===== src/rtl/core/lcs_pkg.sv =====
// Shared constants, codes and types for the cell stencil stream.
package lcs_pkg;

   // Largest frame the line stores are sized for.
   localparam int MAX_WIDTH   = 1024;
   localparam int MAX_ROWS    = 4096;
   localparam int STORE_DEPTH = MAX_WIDTH + 2;

   // Register field widths are fixed by the register map.
   localparam int CFG_WIDTH_W = 11;
   localparam int CFG_ROWS_W  = 13;
   localparam int CSR_DATA_W  = 13;
   localparam int CSR_INDEX_W = 1;

   // Padded position counters; a column position also addresses the line stores.
   localparam int COL_W = $clog2(STORE_DEPTH);
   localparam int ROW_W = $clog2(MAX_ROWS + 2);

   // Queue between front and back.
   localparam int QUEUE_DEPTH = 4;
   localparam int QPTR_W      = $clog2(QUEUE_DEPTH);
   localparam int QCNT_W      = $clog2(QUEUE_DEPTH + 2);

   // Register indexes.
   localparam logic [CSR_INDEX_W-1:0] CSR_ROW_WIDTH = 1'b0;
   localparam logic [CSR_INDEX_W-1:0] CSR_ROW_COUNT = 1'b1;

   // Register reset values.
   localparam logic [CFG_WIDTH_W-1:0] ROW_WIDTH_RESET = 11'd64;
   localparam logic [CFG_ROWS_W-1:0]  ROW_COUNT_RESET = 13'd64;

   // One classified cell handed from front to back.
   typedef struct packed {
      logic [2:0] column;    // bit 0 top, bit 1 middle, bit 2 newest row
      logic       produce;   // window is centered on an interior cell
      logic       row_end;
      logic       frame_end;
   } lcs_work_type;

endpackage


===== src/rtl/core/lcs_if.sv =====
// Channel interfaces for cell input and result output.
interface lcs_req_if;
   logic valid;
   logic ready;
   logic cell_in;

   modport source (output valid, output cell_in, input ready);
   modport sink (input valid, input cell_in, output ready);
endinterface

interface lcs_rsp_if;
   logic valid;
   logic ready;
   logic next_cell;
   logic row_end;
   logic frame_end;

   modport source (output valid, output next_cell, output row_end, output frame_end,
                   input ready);
   modport sink (input valid, input next_cell, input row_end, input frame_end,
                 output ready);
endinterface


===== src/rtl/core/lcs_front.sv =====
// Front part: registers, position counters, line store and cell classification.
module lcs_front
   import lcs_pkg::*;
(
   input  logic                   clock,
   input  logic                   reset,
   lcs_req_if.sink                req_chan,
   input  logic                   csr_wr_en,
   input  logic [CSR_INDEX_W-1:0] csr_index,
   input  logic [CSR_DATA_W-1:0]  csr_wdata,
   input  logic [QCNT_W-1:0]      q_count,
   output logic                   push_valid,
   output lcs_work_type           push_item
);

   logic [CFG_WIDTH_W-1:0] width_ff, width_in;
   logic [CFG_ROWS_W-1:0]  rows_ff, rows_in;
   logic [COL_W-1:0]       col_ff, col_in;
   logic [ROW_W-1:0]       row_ff, row_in;
   logic [31:0]            width_wide, rows_wide;
   logic [COL_W-1:0]       last_col;
   logic [ROW_W-1:0]       last_row;
   logic                   accept;
   logic                   addr_ok;
   logic                   produce;
   logic                   rend;

   // Stage after the line store read.
   logic                   s1_valid_ff;
   logic                   s1_cell_ff;
   logic                   s1_produce_ff;
   logic                   s1_rend_ff;
   logic                   s1_fend_ff;
   logic                   s1_wr_ff;
   logic [COL_W-1:0]       s1_addr_ff;
   logic [1:0]             rd_ff;

   // Both line stores in one memory: bit 0 upper row, bit 1 middle row.
   logic [1:0]             store_mem [STORE_DEPTH];

   // Register writes.
   always_comb begin
      width_in = width_ff;
      rows_in  = rows_ff;
      if (csr_wr_en) begin
         case (csr_index)
            CSR_ROW_WIDTH: width_in = csr_wdata[CFG_WIDTH_W-1:0];
            CSR_ROW_COUNT: rows_in  = csr_wdata[CFG_ROWS_W-1:0];
            default: ;
         endcase
      end
   end

   // A size of zero counts as one; an oversized value saturates.
   always_comb begin
      if (width_ff == '0) begin
         width_wide = 32'd1;
      end else if ({{(32-CFG_WIDTH_W){1'b0}}, width_ff} > 32'(MAX_WIDTH)) begin
         width_wide = 32'(MAX_WIDTH);
      end else begin
         width_wide = {{(32-CFG_WIDTH_W){1'b0}}, width_ff};
      end
      if (rows_ff == '0) begin
         rows_wide = 32'd1;
      end else if ({{(32-CFG_ROWS_W){1'b0}}, rows_ff} > 32'(MAX_ROWS)) begin
         rows_wide = 32'(MAX_ROWS);
      end else begin
         rows_wide = {{(32-CFG_ROWS_W){1'b0}}, rows_ff};
      end
   end

   assign last_col = COL_W'(width_wide + 32'd1);
   assign last_row = ROW_W'(rows_wide + 32'd1);

   // Take a cell only when the queue has room for it and the one in flight.
   assign req_chan.ready = (q_count + {{(QCNT_W-1){1'b0}}, s1_valid_ff})
                           < QCNT_W'(QUEUE_DEPTH);
   assign accept = req_chan.valid && req_chan.ready;

   // Classify the incoming cell by its padded position.
   assign produce = (row_ff >= ROW_W'(2)) && (col_ff >= COL_W'(2))
                    && (row_ff <= last_row) && (col_ff <= last_col);
   assign rend    = (col_ff == last_col);
   assign addr_ok = (col_ff < COL_W'(STORE_DEPTH));

   // Step the position, wrapping at the end of a row and of the frame.
   always_comb begin
      col_in = col_ff;
      row_in = row_ff;
      if (accept) begin
         if (col_ff >= last_col) begin
            col_in = '0;
            if (row_ff >= last_row) begin
               row_in = '0;
            end else begin
               row_in = row_ff + ROW_W'(1);
            end
         end else begin
            col_in = col_ff + COL_W'(1);
         end
      end
   end

   // Control state.
   always_ff @(posedge clock) begin
      if (reset) begin
         width_ff    <= ROW_WIDTH_RESET;
         rows_ff     <= ROW_COUNT_RESET;
         col_ff      <= '0;
         row_ff      <= '0;
         s1_valid_ff <= 1'b0;
      end else begin
         width_ff    <= width_in;
         rows_ff     <= rows_in;
         col_ff      <= col_in;
         row_ff      <= row_in;
         s1_valid_ff <= accept;
      end
   end

   // Stage payload.
   always_ff @(posedge clock) begin
      if (accept) begin
         s1_cell_ff    <= req_chan.cell_in;
         s1_produce_ff <= produce;
         s1_rend_ff    <= rend;
         s1_fend_ff    <= rend && (row_ff == last_row);
         s1_wr_ff      <= addr_ok;
         s1_addr_ff    <= col_ff;
      end
   end

   // Line store: read on transfer, written back in the following cycle. The same
   // column comes round again at least three cells later, so the two never meet.
   always_ff @(posedge clock) begin
      if (accept) begin
         rd_ff <= store_mem[col_ff];
      end
      if (s1_valid_ff && s1_wr_ff) begin
         store_mem[s1_addr_ff] <= {s1_cell_ff, rd_ff[1]};
      end
   end

   // Column of the window for this cell; an address past the store reads as dead.
   assign push_valid          = s1_valid_ff;
   assign push_item.column    = s1_wr_ff ? {s1_cell_ff, rd_ff} : {s1_cell_ff, 2'b00};
   assign push_item.produce   = s1_produce_ff;
   assign push_item.row_end   = s1_rend_ff;
   assign push_item.frame_end = s1_fend_ff;

endmodule


===== src/rtl/core/lcs_queue.sv =====
// Short queue of classified cells between front and back.
module lcs_queue
   import lcs_pkg::*;
(
   input  logic              clock,
   input  logic              reset,
   input  logic              push_valid,
   input  lcs_work_type      push_item,
   input  logic              pop,
   output logic              pop_valid,
   output lcs_work_type      pop_item,
   output logic [QCNT_W-1:0] count
);

   logic [QPTR_W-1:0] wr_ptr_ff, wr_ptr_in;
   logic [QPTR_W-1:0] rd_ptr_ff, rd_ptr_in;
   logic [QCNT_W-1:0] count_ff, count_in;
   logic              do_pop;
   lcs_work_type      slot_ff [QUEUE_DEPTH];

   assign do_pop    = pop && (count_ff != '0);
   assign pop_valid = (count_ff != '0);
   assign pop_item  = slot_ff[rd_ptr_ff];
   assign count     = count_ff;

   // Pointer and fill bookkeeping.
   always_comb begin
      wr_ptr_in = push_valid ? wr_ptr_ff + QPTR_W'(1) : wr_ptr_ff;
      rd_ptr_in = do_pop ? rd_ptr_ff + QPTR_W'(1) : rd_ptr_ff;
      count_in  = count_ff + {{(QCNT_W-1){1'b0}}, push_valid}
                  - {{(QCNT_W-1){1'b0}}, do_pop};
   end

   always_ff @(posedge clock) begin
      if (reset) begin
         wr_ptr_ff <= '0;
         rd_ptr_ff <= '0;
         count_ff  <= '0;
      end else begin
         wr_ptr_ff <= wr_ptr_in;
         rd_ptr_ff <= rd_ptr_in;
         count_ff  <= count_in;
      end
   end

   // Storage slots.
   always_ff @(posedge clock) begin
      if (push_valid) begin
         slot_ff[wr_ptr_ff] <= push_item;
      end
   end

endmodule


===== src/rtl/core/lcs_back.sv =====
// Back part: 3x3 window, B3/S23 rule and the result register.
module lcs_back
   import lcs_pkg::*;
(
   input  logic         clock,
   input  logic         reset,
   input  logic         pop_valid,
   input  lcs_work_type pop_item,
   output logic         pop,
   lcs_rsp_if.source    rsp_chan
);

   logic [8:0] window_ff, window_in;
   logic       out_valid_ff, out_valid_in;
   logic       next_cell_ff;
   logic       row_end_ff;
   logic       frame_end_ff;
   logic [3:0] alive;
   logic       next_state;

   // Move on whenever the result register is free or being emptied.
   assign pop = pop_valid && (!out_valid_ff || rsp_chan.ready);

   // Oldest column leaves at the bottom, the new one enters at the top.
   assign window_in = {pop_item.column, window_ff[8:3]};

   // Count the eight neighbors around the center bit.
   always_comb begin
      alive = '0;
      for (int i = 0; i < 9; i++) begin
         if (i != 4) begin
            alive = alive + {3'b000, window_in[i]};
         end
      end
      next_state = (alive == 4'd3) || (window_in[4] && (alive == 4'd2));
   end

   // Result register occupancy.
   always_comb begin
      out_valid_in = out_valid_ff;
      if (out_valid_ff && rsp_chan.ready) begin
         out_valid_in = 1'b0;
      end
      if (pop && pop_item.produce) begin
         out_valid_in = 1'b1;
      end
   end

   always_ff @(posedge clock) begin
      if (reset) begin
         window_ff    <= '0;
         out_valid_ff <= 1'b0;
      end else begin
         out_valid_ff <= out_valid_in;
         if (pop) begin
            window_ff <= window_in;
         end
      end
   end

   // Result payload.
   always_ff @(posedge clock) begin
      if (pop && pop_item.produce) begin
         next_cell_ff <= next_state;
         row_end_ff   <= pop_item.row_end;
         frame_end_ff <= pop_item.frame_end;
      end
   end

   assign rsp_chan.valid     = out_valid_ff;
   assign rsp_chan.next_cell = next_cell_ff;
   assign rsp_chan.row_end   = row_end_ff;
   assign rsp_chan.frame_end = frame_end_ff;

endmodule


===== src/rtl/core/life_cell_stencil_stream.sv =====
// Top level of the streaming B3/S23 cell stencil.
//
//   channel    direction  carries                          transfer when
//   req_chan   in         cell_in                          valid && ready
//   rsp_chan   out        next_cell, row_end, frame_end    valid && ready
//   csr_*      in         row_width (0), row_count (1)     csr_wr_en
//
// One cell is taken per cycle while the queue has room; the line store is read
// on transfer and written back the cycle after. A result goes through the stage
// register, queue and result register. Reset is synchronous and clears counters,
// queue and window; the line store is not cleared. A stalled output fills the
// result register and then the four-entry queue before the input is held off.
module life_cell_stencil_stream
   import lcs_pkg::*;
(
   input  logic                   clock,
   input  logic                   reset,
   lcs_req_if.sink                req_chan,
   lcs_rsp_if.source              rsp_chan,
   input  logic                   csr_wr_en,
   input  logic [CSR_INDEX_W-1:0] csr_index,
   input  logic [CSR_DATA_W-1:0]  csr_wdata
);

   logic              push_valid;
   lcs_work_type      push_item;
   logic              pop;
   logic              pop_valid;
   lcs_work_type      pop_item;
   logic [QCNT_W-1:0] q_count;

   lcs_front u_front (
      .clock      (clock),
      .reset      (reset),
      .req_chan   (req_chan),
      .csr_wr_en  (csr_wr_en),
      .csr_index  (csr_index),
      .csr_wdata  (csr_wdata),
      .q_count    (q_count),
      .push_valid (push_valid),
      .push_item  (push_item)
   );

   lcs_queue u_queue (
      .clock      (clock),
      .reset      (reset),
      .push_valid (push_valid),
      .push_item  (push_item),
      .pop        (pop),
      .pop_valid  (pop_valid),
      .pop_item   (pop_item),
      .count      (q_count)
   );

   lcs_back u_back (
      .clock     (clock),
      .reset     (reset),
      .pop_valid (pop_valid),
      .pop_item  (pop_item),
      .pop       (pop),
      .rsp_chan  (rsp_chan)
   );

endmodule

===== src/flat_wrapper.sv =====
// flat-port wrapper written by rule: the top's interface ports become plain ports
module life_cell_stencil_stream_flat import lcs_pkg::*;
  (clock, reset, csr_wr_en, csr_index, csr_wdata, req_chan_valid, req_chan_cell_in, req_chan_ready, rsp_chan_valid, rsp_chan_next_cell, rsp_chan_row_end, rsp_chan_frame_end, rsp_chan_ready);
  lcs_req_if req_chan_i ();
  lcs_rsp_if rsp_chan_i ();
  input  logic clock;
  input  logic reset;
  input  logic csr_wr_en;
  input  logic [CSR_INDEX_W-1:0] csr_index;
  input  logic [CSR_DATA_W-1:0] csr_wdata;
  input wire logic [$bits(req_chan_i.valid)-1:0] req_chan_valid;
  input wire logic [$bits(req_chan_i.cell_in)-1:0] req_chan_cell_in;
  output wire logic [$bits(req_chan_i.ready)-1:0] req_chan_ready;
  output wire logic [$bits(rsp_chan_i.valid)-1:0] rsp_chan_valid;
  output wire logic [$bits(rsp_chan_i.next_cell)-1:0] rsp_chan_next_cell;
  output wire logic [$bits(rsp_chan_i.row_end)-1:0] rsp_chan_row_end;
  output wire logic [$bits(rsp_chan_i.frame_end)-1:0] rsp_chan_frame_end;
  input wire logic [$bits(rsp_chan_i.ready)-1:0] rsp_chan_ready;
  assign req_chan_i.valid = req_chan_valid;
  assign req_chan_i.cell_in = req_chan_cell_in;
  assign req_chan_ready = req_chan_i.ready;
  assign rsp_chan_valid = rsp_chan_i.valid;
  assign rsp_chan_next_cell = rsp_chan_i.next_cell;
  assign rsp_chan_row_end = rsp_chan_i.row_end;
  assign rsp_chan_frame_end = rsp_chan_i.frame_end;
  assign rsp_chan_i.ready = rsp_chan_ready;
  life_cell_stencil_stream u_core (.clock(clock), .reset(reset), .req_chan(req_chan_i), .rsp_chan(rsp_chan_i), .csr_wr_en(csr_wr_en), .csr_index(csr_index), .csr_wdata(csr_wdata));
endmodule

===== config.mk =====
export PLATFORM = sky130hd
export DESIGN_NAME = life_cell_stencil_stream_flat
export DESIGN_NICKNAME = d
export VERILOG_FILES = /design/src/rtl/core/lcs_pkg.sv /design/src/rtl/core/lcs_if.sv /design/src/rtl/core/lcs_front.sv /design/src/rtl/core/lcs_queue.sv /design/src/rtl/core/lcs_back.sv /design/src/rtl/core/life_cell_stencil_stream.sv /design/src/flat_wrapper.sv
export SDC_FILE = /design/constraint.sdc
export NUM_CORES = 2
export LEC_CHECK = 0
export BUFFER_PORTS_ARGS = -buffer_cell sky130_fd_sc_hd__buf_2
export CAP_MARGIN = 20
export CORE_UTILIZATION = 35
export DETAILED_ROUTE_END_ITERATION = 10
export HOLD_SLACK_MARGIN = 0.15
export SYNTH_ARGS = -nofsm -noshare
export SYNTH_HDL_FRONTEND = slang
export SYNTH_SLANG_ARGS = --single-unit

===== constraint.sdc =====
create_clock -name clock -period 46.9 [get_ports clock]
set_clock_uncertainty 0.05 [all_clocks]
set_input_delay 9.38 -clock clock [delete_from_list [all_inputs] [get_ports clock]]
set_output_delay 9.38 -clock clock [all_outputs]
set_load 0.03 [all_outputs]

Yosys cells after proc, flatten, opt, wreduce, memory -nomap -nowiden
Memory sizes are Yosys's and may differ from the RTL's. A register that Yosys moved wholly into a read port is not among the register bits.
Index checks and enable logic that the tools add are counted.
{ "word_totals": {"reg_bits": 85, "mem_bits_rw": 2076, "in_bits": 20, "output_inout_bits": 5, "wordCells": 87, "mem_count": 2} }
{ "mem_list": {"columns": ["name", "words", "width", "read_ports", "rd_ports_with_merged_regs", "write_ports", "line_no", "source"], "rows": [
  ["u_core.u_front.store_mem", 1026, 2, 1, 1, 1, "lcs_front.sv:39", "logic [1:0] store_mem [STORE_DEPTH];"],
  ["u_core.u_queue.slot_ff", 4, 6, 1, 1, 1, "lcs_queue.sv:19", "lcs_work_type slot_ff [QUEUE_DEPTH];"]
]} }
{ "classes": {"add_sub_neg": 15, "n_lt_le_gt_ge": 10, "n_eq_ne": 4, "muxes": 15, "bitwise": 1, "n_reduce_logical": 21} }
{ "ops": {"columns": ["op", "n"], "rows": [
  ["$mux 13", 3],
  ["$mux 11", 3],
  ["$add 13x1->13 const B", 2],
  ["$add 11x1->11 const B", 2],
  ["$add 4x1->4", 4],
  ["$eq 13x13->1", 1],
  ["$ge 13x13->1", 1],
  ["$ge 13x2->1 const B", 1],
  ["$gt 13x13->1 const B", 1],
  ["$le 13x13->1", 1],
  ["$logic_not 13->1", 1],
  ["$eq 11x11->1", 1],
  ["$ge 11x11->1", 1],
  ["$ge 11x2->1 const B", 1],
  ["$gt 11x11->1 const B", 1],
  ["$le 11x11->1", 1],
  ["$logic_and 1x1->1", 11],
  ["$logic_not 11->1", 1],
  ["$lt 11x11->1 const B", 1],
  ["$eq 4x2->1 const B", 2],
  ["$mux 1", 6],
  ["$mux 2", 3],
  ["$reduce_and 2->1", 3],
  ["$add 2x1->2 const B", 2],
  ["11 further kinds", 12]
]} }

Depth between registers and ports, before layout
{ "logic_depth": {"depth_word": 10, "mapped_depth": 20, "mapped_depth_nobuf": 19} }

Hierarchy
Synthesis repeated with hierarchy kept, for this count alone.
{ "hier_totals": {"hier_cells": 5217, "hier_area_um2": 88612.5} }
{ "by_module_without_submodules": {"columns": ["module", "n_inst", "cells_per_inst", "area_each_um2", "seq_area_each_um2"], "rows": [
  ["lcs_front", 1, 5088, 86710.7, 63140.6],
  ["lcs_queue", 1, 75, 1328.8, 900.9],
  ["lcs_back", 1, 54, 573.0, 230.2]
]} }

Least setup slack after synthesis
Ideal clock, no wire load.
{ "synth_timing": {"path_kind": "flip-flop to flip-flop", "from": "register u_core.u_front.s1_cell_ff", "to": "memory u_core.u_front.store_mem[0][1] (data pin)", "setup_ns": 2.685, "arrival_ns": 12.086, "required_time_ns": 44.165, "path_slack_ns": 32.079, "stages_incl_launch_ff": 1, "path_buffers": 0, "period_less_slack_ns": 14.821, "path_cell_list": "edfxtp_1"} }
{ "synth_rtl": {"columns": ["element", "line_no", "source"], "rows": [
  ["start: declaration", "lcs_front.sv:30", "logic s1_cell_ff;"],
  ["start signal: assignment", "lcs_front.sv:124", "s1_cell_ff <= req_chan.cell_in;"],
  ["end: declaration", "lcs_front.sv:39", null]
]} }
No word-level cell before the write port.

Final worst setup path
{ "layout_timing": {"from": "register u_core.u_front.s1_valid_ff, in the netlist u_core.u_front.push_valid", "to": "output req_chan_ready"} }
{ "layout_between": {"elab_chain_cells": 2} }
{ "layout_rtl": {"columns": ["element", "line_no", "source"], "rows": [
  ["start: declaration", "lcs_front.sv:29", "logic s1_valid_ff;"],
  ["start signal: assignment", "lcs_front.sv:117", "s1_valid_ff <= accept;"],
  ["$add 3x1->3", "lcs_front.sv:76", "assign req_chan.ready = (q_count + {{(QCNT_W-1){1'b0}}, s1_valid_ff})"],
  ["$lt 3x3->1", "lcs_front.sv:77", "< QCNT_W'(QUEUE_DEPTH);"],
  ["end: declaration", "flat_wrapper.sv:13", "output wire logic [$bits(req_chan_i.ready)-1:0] req_chan_ready;"]
]} }
No other way between the ends.

==> flow_summary.yaml <==
clocking:
  htree_levels: 4
  cts_hold_buf: 0
  cts_max_path_buffers: 3
  numCtsBuffers: 211
  ctsRootBufferMaster: "clkbuf_16"
  clk_pin_slew_ns: 0.06
  post_cts_buffers: 0
  cts.sinks: 2162
  cts_tree: "yes"
  cts_resized: 0
  clk_latency_ns: 0.87
logic_synthesis:
  synth_cell_types: 68
  synth_edf_count: 2097
  yosys-top-cells-count: "2097 x edfxtp_1, 1105 x nor2_1, 566 x mux4_2"
  ys.flop_type: "edfxtp_1"
  ys_top_cells_by_area: "edfxtp_1 71%, mux4_2 14%, nor2_1 4.7%"
  syn_avg_cell_area_um2: 17.4
  synthCells: 5119
  ys_seq_area_share_pct: 72.3
  synth-async-reset-ratio_pct: 0
  synth.most_common_cell: "edfxtp_1"
  syn-num-nets: 5184
  ys_warn_count: 0
  synth_top_cell_by_area: "edfxtp_1"
  yosys_register_bits: 2162
  syn-cell-area_um2: 88900
  synth_top_area_share_pct: 70.8
global_routing:
  grt_max_degree: 272
  globalRouteOverflowTotal: 0
  antenna_found_initial: 7
  grt_pass1_wl_um: 336000
  gr-usage-all-layers_pct: 18.0
  grt_pass1_vias: 48600
power:
  sequentialPowerShare_pct: 47.8
  p_switching_w: 0.00123
  clkPwrFrac_pct: 35.4
  p_int_w: 0.00351
  irDropWorstVdd_uv: 34.4
  powerDensity_nw_per_um2: 47.6
  combinationalPowerShare_pct: 16.8
  switching_share_pct: 26.0
  leakagePower_nw: 29.2
outcome:
  violations: "slew limit"
  outcome: "finished with violations"
critical_path:
  cp-end-kind: "output pin"
  critPathKind: "reg -> out"
  startpoint_type: "register"
  critical_path_peak_fanout: 8
  cp_data_required_time_ns: 37.47
  crit_arrival_ns: 2.44
drt:
  wl_per_cell_um: 26.9
  finalWirelength_um: 233000
  first_pass_iters: 6
  vias: 47300
  drtIter0Drc: 5622
  vias_per_cell: 5.48
  ant_nets: 0
  drc: 0
sta:
  hold_violations: 0
  max-slew-margin-rel_pct: -17.0
  drv_slew: 172
  timing.hold.ws_ns: 0.445
  max_freq_mhz: 84.2
  period_needed_ns: 11.87
  fin_crit_sh_pct: 25.3
  tns_ns: 0
  rsz0062_at_grt: "false"
  setup_viol: 0
  worst_slew_pin_slew_ns: 1.76
cells_and_area:
  synthToLayoutAreaGrowth_pct: 12.2
  final_layout_size_suffix_gt1_share_pct: 21.0
  final_cells: 8631
  nNetsFinal: 5167
floorplanning:
  rows: 184
  die_h_um: 506
  start_util_pct: 35.3
  core_area_um2: 252000
  num_io_pins: 25
  die_x_um: 506
  die-area_um2: 256000
placed_design:
  port_buffers: 24
  hpwl_um: 129000
  dp_cells: 8235
  place.gp.congestion: 0.793
job:
  max_cap_viol_count: 0
min_path:
  hold_class: "reg -> reg"
==> state kept, by name, summed over array words and instances (netlist names), 2 cells and up, named ones only <==
signal	cells
u_core.u_queue.slot_ff	24
u_core.u_front.width_ff	11
u_core.u_back.window_ff	6
u_core.u_front.row_ff	13
u_core.u_front.store_mem	2052
u_core.u_queue.count	3
u_core.u_front.rows_ff	13
u_core.u_queue.wr_ptr_ff	2
u_core.u_queue.rd_ptr_ff	2
u_core.u_front.rd_ff	2
u_core.u_front.col_ff	11
u_core.u_front.s1_addr_ff	11
==> power groups by stage <==
stage          Combinational [W]  Sequential (W)  Clock, W
2_1_floorplan           0.000520         0.00248         0
5_1_grt                 0.000852         0.00227   0.00178
4_1_cts                 0.000805         0.00227   0.00171
3_3_place_gp            0.000793         0.00231         0
3_5_place_dp            0.000802         0.00231         0
6_report                0.000796         0.00227   0.00168
==> stage by stage <==
step	total power, W	util (%)	area (µm²)	worst slack [ns]
after floorplan	0.00300	-	88900	32.08
after global placement	0.00310	36.8	92800	35.62
after detailed placement	0.00311	36.9	92800	35.59
after CTS	0.00478	39.6	99700	34.93
after global routing	0.00490	39.6	99800	34.87
final	0.00475	39.6	99800	35.03
==> path summary, 6_finish.rpt <==
path	from	to	slack (ns)	depth (start not counted)
setup / recovery	u_core.u_front.push_valid$_SDFF_PP0_	req_chan_ready	35.03	4
hold / removal	u_core.u_front.s1_rend_ff$_DFFE_PP_	u_core.u_queue.slot_ff[0][1]$_DFFE_PP_	0.44	0
setup reg to reg	u_core.u_front.col_ff[0]$_SDFFE_PP0P_	u_core.u_front.rd_ff[0]$_DFFE_PP_	40.66	11
hold reg to reg	u_core.u_front.s1_rend_ff$_DFFE_PP_	u_core.u_queue.slot_ff[0][1]$_DFFE_PP_	0.44	0
==> routing by layer <==
metal  global-route usage, %  wire length (µm)  vias up
met4                    5.60              6720        2
met1                    23.8             92800    25000
met2                    30.0            114000     2021
met3                    3.38             18800      341
li1                        -                 -    19900
met5                       0                13        -
==> layout by cell type, fill, tap and decap left out, types with 8 or more instances in the layout <==
cell type and n:
clkbuf_1 46, o211ai_1 8, buf_4 135, mux2_2 8
a22oi_1 74, bufinv_16 20, nor3_1 17, ha_1 41
clkinv_1 44, a31oi_1 10, nand2_1 200, o21a_1 10
nand3_1 44, and2_1 10, buf_2 25, nor4b_1 10
nand4_1 13, nor2b_1 21, nor3b_1 9, nand2b_1 11
nor2_1 1103, o21ai_0 18, a22o_1 10, xnor2_1 32
xor2_1 10, and3_1 9, mux2i_1 81, nor4_1 12
clkinvlp_4 9, clkbuf_16 211, clkinv_2 45, edfxtp_1 2097
inv_1 29, mux4_2 566, nand3_2 30, dfxtp_1 60
o22ai_1 10, a221oi_1 9, a21oi_1 52, a211oi_1 17
==> cell families (layout without fill, tap and decap cells) <==
group	Yosys count	after routing	synth area share, %
other cells	0	3	0
mux	655	655	15.3
simple gates	1522	1522	6.98
buf+inv	435	596	2.26
flops	2162	2162	72.3
compound gates	258	258	2.05
xor+xnor	42	42	0.414
fa+ha+maj	45	45	0.667
==> area by class of cell <==
type	count	area (µm²)
tap	3348	4190
clock buffer	257	5450
antenna	3	7.51
sequential	2162	64300
fill	22700	152000
multi-input combinational	2522	22900
clock inverter	134	1400
timing repair buffer	173	1420
inverter	32	120
==> critical path, cell delays in order, from the launching register on <==
cell     delay (ns)
dfxtp_1        0.39
ha_1           0.22
ha_1           0.19
xnor2_1        0.49
buf_2          0.31
No activity file was read; power rests on OpenSTA's default activity.
